File: src/rtl/core/lrubc_pkg.sv
// ----------------------------------------------------------------------------
// LRU buffer cache package
// Shared widths, request and status codes and sequencer states of the
// buffer cache tag and replacement engine.
// ----------------------------------------------------------------------------
package lrubc_pkg;

  localparam int FUNC_W   = 2;
  localparam int DEV_W    = 8;
  localparam int SECTOR_W = 32;
  localparam int SLOT_W   = 5;
  localparam int STATUS_W = 3;
  localparam int CNT_W    = 8;

  typedef logic [FUNC_W-1:0]   func_t;
  typedef logic [STATUS_W-1:0] status_t;
  typedef logic [CNT_W-1:0]    cnt_t;

  localparam func_t FUNC_GET     = 2'd0;
  localparam func_t FUNC_RELEASE = 2'd1;
  localparam func_t FUNC_PIN     = 2'd2;
  localparam func_t FUNC_UNPIN   = 2'd3;

  localparam status_t STATUS_OK     = 3'd0;
  localparam status_t STATUS_MISS   = 3'd1;
  localparam status_t STATUS_NOFREE = 3'd2;
  localparam status_t STATUS_UNDER  = 3'd3;
  localparam status_t STATUS_OVER   = 3'd4;

  localparam cnt_t CNT_MAX = 8'd255;
  localparam cnt_t CNT_ONE = 8'd1;

  typedef enum logic [2:0] {
    ST_IDLE,
    ST_SCAN,
    ST_SLOT_RD,
    ST_SLOT_UPD,
    ST_SWEEP,
    ST_FINAL
  } state_t;

endpackage

File: src/rtl/core/lru_block_buffer_cache_unit.sv
// A get scans the entries up to a hit or the last one; release, pin and unpin
// read and update the named slot, and a release that drops a count to zero
// also sweeps the ranks in the rank memory to keep the recency order.
// One item at a time: busy stays high until the result is shown; the next
// item may start in the cycle of the strobe. The receiver cannot stall.
// Reset is synchronous: all entries unused, counts zero, ranks by index.
// ----------------------------------------------------------------------------
// LRU buffer cache tag and replacement engine
// Scans tag and count memories one entry per cycle under a small sequencer
// to find hits, claim the least recently released free entry and keep the
// release recency order.
// ----------------------------------------------------------------------------
module lru_block_buffer_cache_unit #(
  parameter int NUM_BUFFERS = 32
) (
  input  logic                      clk,
  input  logic                      rst_n,
  input  logic                      start,
  output logic                      busy,
  input  lrubc_pkg::func_t          in_func,
  input  logic [lrubc_pkg::DEV_W-1:0]    in_dev,
  input  logic [lrubc_pkg::SECTOR_W-1:0] in_sector,
  input  logic [lrubc_pkg::SLOT_W-1:0]   in_slot,
  output logic                      out_valid,
  output logic [lrubc_pkg::SLOT_W-1:0]   out_entry,
  output lrubc_pkg::status_t        out_status,
  output lrubc_pkg::cnt_t           out_count_after
);
  import lrubc_pkg::*;

  localparam int IW = $clog2(NUM_BUFFERS);
  localparam int CW = $clog2(NUM_BUFFERS + 1);
  localparam int MW = CNT_W + IW;
  localparam int TW = DEV_W + SECTOR_W;
  localparam logic [IW-1:0] LAST_IDX = IW'(NUM_BUFFERS - 1);
  localparam logic [CW-1:0] N_CNT    = CW'(NUM_BUFFERS);

  logic [TW-1:0] tag_mem  [NUM_BUFFERS];
  logic [MW-1:0] meta_mem [NUM_BUFFERS];

  state_t state_r, state_nxt;
  logic [CW-1:0] idx_r, idx_nxt;
  logic          rd_vld_r, rd_vld_nxt;
  logic [IW-1:0] rd_idx_r, rd_idx_nxt;
  logic [TW-1:0] tag_rd_r;
  logic [MW-1:0] meta_rd_r;
  logic [NUM_BUFFERS-1:0] used_r;
  logic [NUM_BUFFERS-1:0] mv_r;

  func_t                func_r;
  logic [DEV_W-1:0]     dev_r;
  logic [SECTOR_W-1:0]  sector_r;
  logic [SLOT_W-1:0]    slot_r;

  logic          cand_found_r, cand_found_nxt;
  logic [IW-1:0] cand_idx_r, cand_idx_nxt;
  logic [IW-1:0] cand_rank_r, cand_rank_nxt;
  logic [IW-1:0] sweep_rank_r, sweep_rank_nxt;

  logic                out_valid_r, out_valid_nxt;
  logic [SLOT_W-1:0]   out_entry_r, out_entry_nxt;
  status_t             out_status_r, out_status_nxt;
  cnt_t                out_count_r, out_count_nxt;

  logic          accept;
  logic [IW-1:0] rd_addr;
  logic [IW-1:0] wr_addr;
  logic          tag_we;
  logic          meta_we;
  logic          set_used;
  logic [MW-1:0] meta_wdata;
  logic [IW-1:0] slot_idx;
  cnt_t          eff_cnt;
  logic [IW-1:0] eff_rank;
  cnt_t          cnt_p1;
  cnt_t          cnt_m1;
  logic          hit;
  logic          take;
  logic          c_found;
  logic [IW-1:0] c_idx;
  logic [IW-1:0] c_rank;

  assign accept   = start && !busy;
  assign busy     = (state_r != ST_IDLE);
  assign slot_idx = IW'(slot_r);

  assign eff_cnt  = mv_r[rd_idx_r] ? meta_rd_r[MW-1:IW] : '0;
  assign eff_rank = mv_r[rd_idx_r] ? meta_rd_r[IW-1:0] : rd_idx_r;
  assign cnt_p1   = eff_cnt + CNT_ONE;
  assign cnt_m1   = eff_cnt - CNT_ONE;
  assign hit      = used_r[rd_idx_r] && (tag_rd_r == {dev_r, sector_r});
  assign take     = (eff_cnt == '0) && (!cand_found_r || (eff_rank < cand_rank_r));
  assign c_found  = cand_found_r || take;
  assign c_idx    = take ? rd_idx_r : cand_idx_r;
  assign c_rank   = take ? eff_rank : cand_rank_r;

  always_ff @(posedge clk) begin
    if (tag_we) begin
      tag_mem[wr_addr] <= {dev_r, sector_r};
    end
    if (meta_we) begin
      meta_mem[wr_addr] <= meta_wdata;
    end
    tag_rd_r  <= tag_mem[rd_addr];
    meta_rd_r <= meta_mem[rd_addr];
  end

  always_ff @(posedge clk) begin
    if (!rst_n) begin
      state_r      <= ST_IDLE;
      rd_vld_r     <= 1'b0;
      cand_found_r <= 1'b0;
      out_valid_r  <= 1'b0;
      used_r       <= '0;
      mv_r         <= '0;
      idx_r        <= '0;
    end else begin
      state_r      <= state_nxt;
      rd_vld_r     <= rd_vld_nxt;
      cand_found_r <= cand_found_nxt;
      out_valid_r  <= out_valid_nxt;
      idx_r        <= idx_nxt;
      if (set_used) begin
        used_r[wr_addr] <= 1'b1;
      end
      if (meta_we) begin
        mv_r[wr_addr] <= 1'b1;
      end
    end
  end

  always_ff @(posedge clk) begin
    rd_idx_r     <= rd_idx_nxt;
    cand_idx_r   <= cand_idx_nxt;
    cand_rank_r  <= cand_rank_nxt;
    sweep_rank_r <= sweep_rank_nxt;
    out_entry_r  <= out_entry_nxt;
    out_status_r <= out_status_nxt;
    out_count_r  <= out_count_nxt;
    if (accept) begin
      func_r   <= in_func;
      dev_r    <= in_dev;
      sector_r <= in_sector;
      slot_r   <= in_slot;
    end
  end

  always_comb begin
    state_nxt      = state_r;
    idx_nxt        = idx_r;
    rd_vld_nxt     = 1'b0;
    rd_idx_nxt     = rd_idx_r;
    rd_addr        = IW'(idx_r);
    wr_addr        = rd_idx_r;
    tag_we         = 1'b0;
    meta_we        = 1'b0;
    set_used       = 1'b0;
    meta_wdata     = {eff_cnt, eff_rank};
    cand_found_nxt = cand_found_r;
    cand_idx_nxt   = cand_idx_r;
    cand_rank_nxt  = cand_rank_r;
    sweep_rank_nxt = sweep_rank_r;
    out_valid_nxt  = 1'b0;
    out_entry_nxt  = out_entry_r;
    out_status_nxt = out_status_r;
    out_count_nxt  = out_count_r;

    case (state_r)
      ST_IDLE: begin
        if (accept) begin
          idx_nxt        = '0;
          cand_found_nxt = 1'b0;
          state_nxt      = (in_func == FUNC_GET) ? ST_SCAN : ST_SLOT_RD;
        end
      end

      ST_SCAN: begin
        if (idx_r < N_CNT) begin
          rd_addr    = IW'(idx_r);
          rd_idx_nxt = IW'(idx_r);
          rd_vld_nxt = 1'b1;
          idx_nxt    = idx_r + 1'b1;
        end
        if (rd_vld_r) begin
          if (hit) begin
            wr_addr       = rd_idx_r;
            out_valid_nxt = 1'b1;
            out_entry_nxt = SLOT_W'(rd_idx_r);
            if (eff_cnt == CNT_MAX) begin
              out_status_nxt = STATUS_OVER;
              out_count_nxt  = CNT_MAX;
            end else begin
              meta_we        = 1'b1;
              meta_wdata     = {cnt_p1, eff_rank};
              out_status_nxt = STATUS_OK;
              out_count_nxt  = cnt_p1;
            end
            rd_vld_nxt = 1'b0;
            state_nxt  = ST_IDLE;
          end else begin
            cand_found_nxt = c_found;
            cand_idx_nxt   = c_idx;
            cand_rank_nxt  = c_rank;
            if (rd_idx_r == LAST_IDX) begin
              out_valid_nxt = 1'b1;
              if (c_found) begin
                wr_addr        = c_idx;
                tag_we         = 1'b1;
                meta_we        = 1'b1;
                set_used       = 1'b1;
                meta_wdata     = {CNT_ONE, c_rank};
                out_entry_nxt  = SLOT_W'(c_idx);
                out_status_nxt = STATUS_MISS;
                out_count_nxt  = CNT_ONE;
              end else begin
                out_entry_nxt  = '0;
                out_status_nxt = STATUS_NOFREE;
                out_count_nxt  = '0;
              end
              rd_vld_nxt = 1'b0;
              state_nxt  = ST_IDLE;
            end
          end
        end
      end

      ST_SLOT_RD: begin
        if (int'(slot_r) >= NUM_BUFFERS) begin
          out_valid_nxt  = 1'b1;
          out_entry_nxt  = slot_r;
          out_status_nxt = STATUS_UNDER;
          out_count_nxt  = '0;
          state_nxt      = ST_IDLE;
        end else begin
          rd_addr    = slot_idx;
          rd_idx_nxt = slot_idx;
          rd_vld_nxt = 1'b1;
          state_nxt  = ST_SLOT_UPD;
        end
      end

      ST_SLOT_UPD: begin
        wr_addr       = rd_idx_r;
        out_entry_nxt = slot_r;
        state_nxt     = ST_IDLE;
        if (func_r == FUNC_PIN) begin
          out_valid_nxt = 1'b1;
          if (eff_cnt == CNT_MAX) begin
            out_status_nxt = STATUS_OVER;
            out_count_nxt  = CNT_MAX;
          end else begin
            meta_we        = 1'b1;
            meta_wdata     = {cnt_p1, eff_rank};
            out_status_nxt = STATUS_OK;
            out_count_nxt  = cnt_p1;
          end
        end else if (eff_cnt == '0) begin
          out_valid_nxt  = 1'b1;
          out_status_nxt = STATUS_UNDER;
          out_count_nxt  = '0;
        end else if ((func_r == FUNC_RELEASE) && (cnt_m1 == '0)) begin
          sweep_rank_nxt = eff_rank;
          idx_nxt        = '0;
          state_nxt      = ST_SWEEP;
        end else begin
          meta_we        = 1'b1;
          meta_wdata     = {cnt_m1, eff_rank};
          out_valid_nxt  = 1'b1;
          out_status_nxt = STATUS_OK;
          out_count_nxt  = cnt_m1;
        end
      end

      ST_SWEEP: begin
        if (idx_r < N_CNT) begin
          rd_addr    = IW'(idx_r);
          rd_idx_nxt = IW'(idx_r);
          rd_vld_nxt = 1'b1;
          idx_nxt    = idx_r + 1'b1;
        end
        if (rd_vld_r) begin
          if (eff_rank > sweep_rank_r) begin
            wr_addr    = rd_idx_r;
            meta_we    = 1'b1;
            meta_wdata = {eff_cnt, eff_rank - 1'b1};
          end
          if (rd_idx_r == LAST_IDX) begin
            rd_vld_nxt = 1'b0;
            state_nxt  = ST_FINAL;
          end
        end
      end

      ST_FINAL: begin
        wr_addr        = slot_idx;
        meta_we        = 1'b1;
        meta_wdata     = {{CNT_W{1'b0}}, LAST_IDX};
        out_valid_nxt  = 1'b1;
        out_entry_nxt  = slot_r;
        out_status_nxt = STATUS_OK;
        out_count_nxt  = '0;
        state_nxt      = ST_IDLE;
      end

      default: begin
        state_nxt = ST_IDLE;
      end
    endcase
  end

  assign out_valid       = out_valid_r;
  assign out_entry       = out_entry_r;
  assign out_status      = out_status_r;
  assign out_count_after = out_count_r;

endmodule

File: config.mk
export PLATFORM = sky130hd
export DESIGN_NAME = lru_block_buffer_cache_unit
export DESIGN_NICKNAME = d
export VERILOG_FILES = /design/src/rtl/core/lrubc_pkg.sv /design/src/rtl/core/lru_block_buffer_cache_unit.sv
export SDC_FILE = /design/constraint.sdc
export NUM_CORES = 2
export LEC_CHECK = 0
export ABC_AREA = 1
export BUFFER_PORTS_ARGS = -buffer_cell sky130_fd_sc_hd__buf_4
export CORE_ASPECT_RATIO = 1.1
export CORE_MARGIN = 2
export CORE_UTILIZATION = 40
export DETAILED_ROUTE_END_ITERATION = 10
export GPL_ROUTABILITY_DRIVEN = 0
export SLEW_MARGIN = 20
export SYNTH_ARGS = -nofsm -noshare
export SYNTH_HDL_FRONTEND = slang
export SYNTH_SLANG_ARGS = --single-unit
File: constraint.sdc
create_clock -name clk -period 8 [get_ports clk]
set_clock_uncertainty 0.1 [all_clocks]
set_input_delay 1.6 -clock clk [delete_from_list [all_inputs] [get_ports clk]]
set_output_delay 1.6 -clock clk [all_outputs]
set_load 0.005 [all_outputs]
==> run summary <==
# resized after CTS: 0
Most numerous cell on the critical path: nand2_1
Starting DRC count in detailed routing: 6229
Critical-path cell with the highest stage delay: edfxtp_1
Final worst path period need: 6.27 ns
Final standard cell area without fillers: 84400 um2
Area share of the leading cell type in the synthesized netlist: 0.708
Via count of the first global-routing pass: 46120
Cell Area, Placed: 78600 um2
Total power density per cell area: 391 nW/um2
Clock sinks: 1908
Antenna violations before repair: 6
Dominant cell by count in the synthesized netlist: edfxtp_1
Non-filler instance count after layout: 8269
Final #Nets: 5737
Rows: 167
Category of the most critical setup path: reg2reg
Most frequent cells after synthesis: edfxtp_1 (1779), nor2_1 (920), o21ai_0 (914)
Worst Hold Margin: 0.356 ns
GRT Residual Overflow: 0
Classification of the worst-slack hold path: reg2reg
Total Neg Setup Slack: 0 ns
GRT Total Usage: 0.216
Count of flip-flops with a built-in enable after synthesis: 1779
Number of buffers between clock root and the deepest sink: 3
H-tree depth reported by CTS: 4
DRC errors left: 0
Skew-Pair Late Insertion Delay: 0.83 ns
WL final: 212000 um
Vertical die dimension: 460 um
Via-to-Cell Ratio: 5.91
Final count of negative-setup-slack endpoints: 0
Critical path, cell by cell: inv_2, nand3_1, nand3_1, nand2_1, nand2_1, nand2_2, inv_4, nand2_4, nand2_1, o21ai_1, ha_1, a21oi_1, nor2_1, a211oi_1, nand2_1, nand2_1, nand2_4, nand2_1, o21ai_1, nor2_2, nand4_1, clkinv_2, buf_4
Required time of the critical path: 8.41 ns
Standby leakage power: 27.1 nW
Main area contributors after synthesis: edfxtp_1 (71%), o21ai_0 (6.1%), nor2_1 (4.6%)
Area growth from synthesis to layout: 11.9%
Pins over their slew limit: 0
Number of buffers inserted by port buffering: 67
Fraction of layout instances using a drive strength above 1: 0.0901
Total nets after synthesis: 5787
R2r setup slk: 1.73 ns
Initial Utilization: 0.402
Maximum number of pins on one net before global-route repair: 179
Remaining antenna violation count: 0
Average instance area after synthesis: 13.2 um2
Count of hold buffers inserted by post-cts repair: 0
# Post-CTS Setup Buffers: 0
Largest driver fanout on the critical path: 28
Cell count after synthesis: 5722
Tightest slew margin relative to the limit: 0.249
Detailed Routing Iterations Pass 1: 8
Total die area: 192000 um2
Top_reg_cell synth: edfxtp_1
Die width: 418 um
Tcrit/Tclk final: 0.784
Cell area after technology mapping: 75500 um2
Number of placed I/O pins: 68
Clock tree from TritonCTS: built
Arrival @ worst endpoint: 6.69 ns
Dpl hpwl: 114000 um
Unrepaired setup endpoints after global routing: no
Seq/Total Area, Yosys: 0.742
Root cell of the clock tree: clkbuf_16
Actual slew at the worst max-slew pin: 1.13 ns
Cell variety after synth: 56
Number of maximum-capacitance constraint violations: 0
Fmax: 0.159 GHz
First-pass GRT wire length: 311000 um
CP Launch Type: register
Outcome: completed
Hold Fails Final Rpt: 0
Number of buffers created by CTS: 174
Clock input transition at the sequential cells of the worst setup and hold paths: 0.06 ns
Worst stage delay on the critical path: 0.83 ns
Nature of the critical path endpoint: register
Post-placement cell count: 7944
Vias: 48860
Placeable core area: 188000 um2
Register bit total from synthesis: 1908
Post-detailed-route wirelength per cell: 25.6 um
Number of synthesis warnings: 0
Post-synthesis async set-or-reset flop share: 0
Most area-hungry cell type in the Yosys netlist: edfxtp_1
Highest ir drop seen on vdd: 0.376 mV
## metal layers
| layer | share of wire | up-vias | GRT usage |
|---|---|---|---|
| met2 | 0.48 | 2158 | 0.348 |
| met4 | 0.026 | 4 | 0.0623 |
| met3 | 0.072 | 321 | 0.0297 |
| met1 | 0.42 | 24869 | 0.305 |
| met5 | 0.00013 | - | 0 |
| li1 | - | 21508 | - |
## layout make-up
cell class	instances	area, um2
fill	16531	103000
timing repair buffer	179	1550
clock buffer	230	4770
tap	2450	3070
sequential	1908	56000
multi-input combinational	3151	17000
inverter	258	1060
antenna	2	5.00
clock inverter	91	976
## through the flow
stage / utilization / power [mW] / setup slack [ns]
2_1_floorplan: - / 20.2 / 3.47
3_3_place_gp: 0.418 / 24.5 / 1.80
3_5_place_dp: 0.419 / 24.6 / 1.82
4_1_cts: 0.449 / 32.9 / 1.81
5_1_grt: 0.449 / 34.5 / 1.18
6_report: 0.449 / 33.0 / 1.73
## cells in the final DEF (no fill, tap or decap), types with 107 or more instances in the layout
master / netlist / layout
edfxtp_1: 1779 / 1779
nor2_1: 920 / 919
o21ai_0: 914 / 908
o221ai_1: 346 / 344
inv_1: 248 / 215
nand2_1: 212 / 212
clkbuf_16: 0 / 178
buf_4: 7 / 161
nand3_1: 154 / 154
dfxtp_1: 129 / 129
a21oi_1: 108 / 107
## path summary, 6_finish.rpt
| kind | startpoint | endpoint | cells after the start |
|---|---|---|---|
| worst max register to register | rd_idx_r[1] | tag_mem[23][25] | 23 |
| worst max-delay path | rd_idx_r[1] | tag_mem[23][25] | 23 |
| worst min-delay path | used_r[23] | used_r[23] | 2 |
| worst min register to register | used_r[23] | used_r[23] | 2 |
## state kept, by name, indices dropped and copies added, names as in the netlist, 6 cells and up
register,count
tag_mem,1280
meta_mem,416
tag_rd_r,40
mv_r,32
sector_r,32
used_r,32
meta_rd_r,13
dev_r,8
out_count_after,8
idx_r,6
## critical path, delay by kind of cell, from the launching register on
family | cells | cell delay [ns]
simple gates | 14 | 2.39
buf+inv | 4 | 1.53
flops | 1 | 0.83
compound gates | 4 | 0.72
fa+ha+maj | 1 | 0.34
## report_power, final
group          switching (mW)  internal, mW  total (mW)
clock                    3.68          4.76        8.45
combinational            8.87          2.98        11.9
sequential              0.317          12.4        12.7
total                    12.9          20.1        33.0
## cell families after synthesis
logic type | after synthesis | synth area share
flops | 1908 | 0.742
compound gates | 1711 | 0.139
simple gates | 1388 | 0.0774
buf+inv | 663 | 0.0346
xor+xnor | 37 | 0.00429
fa+ha+maj | 15 | 0.00249
Power figures use the tool's default switching activity.
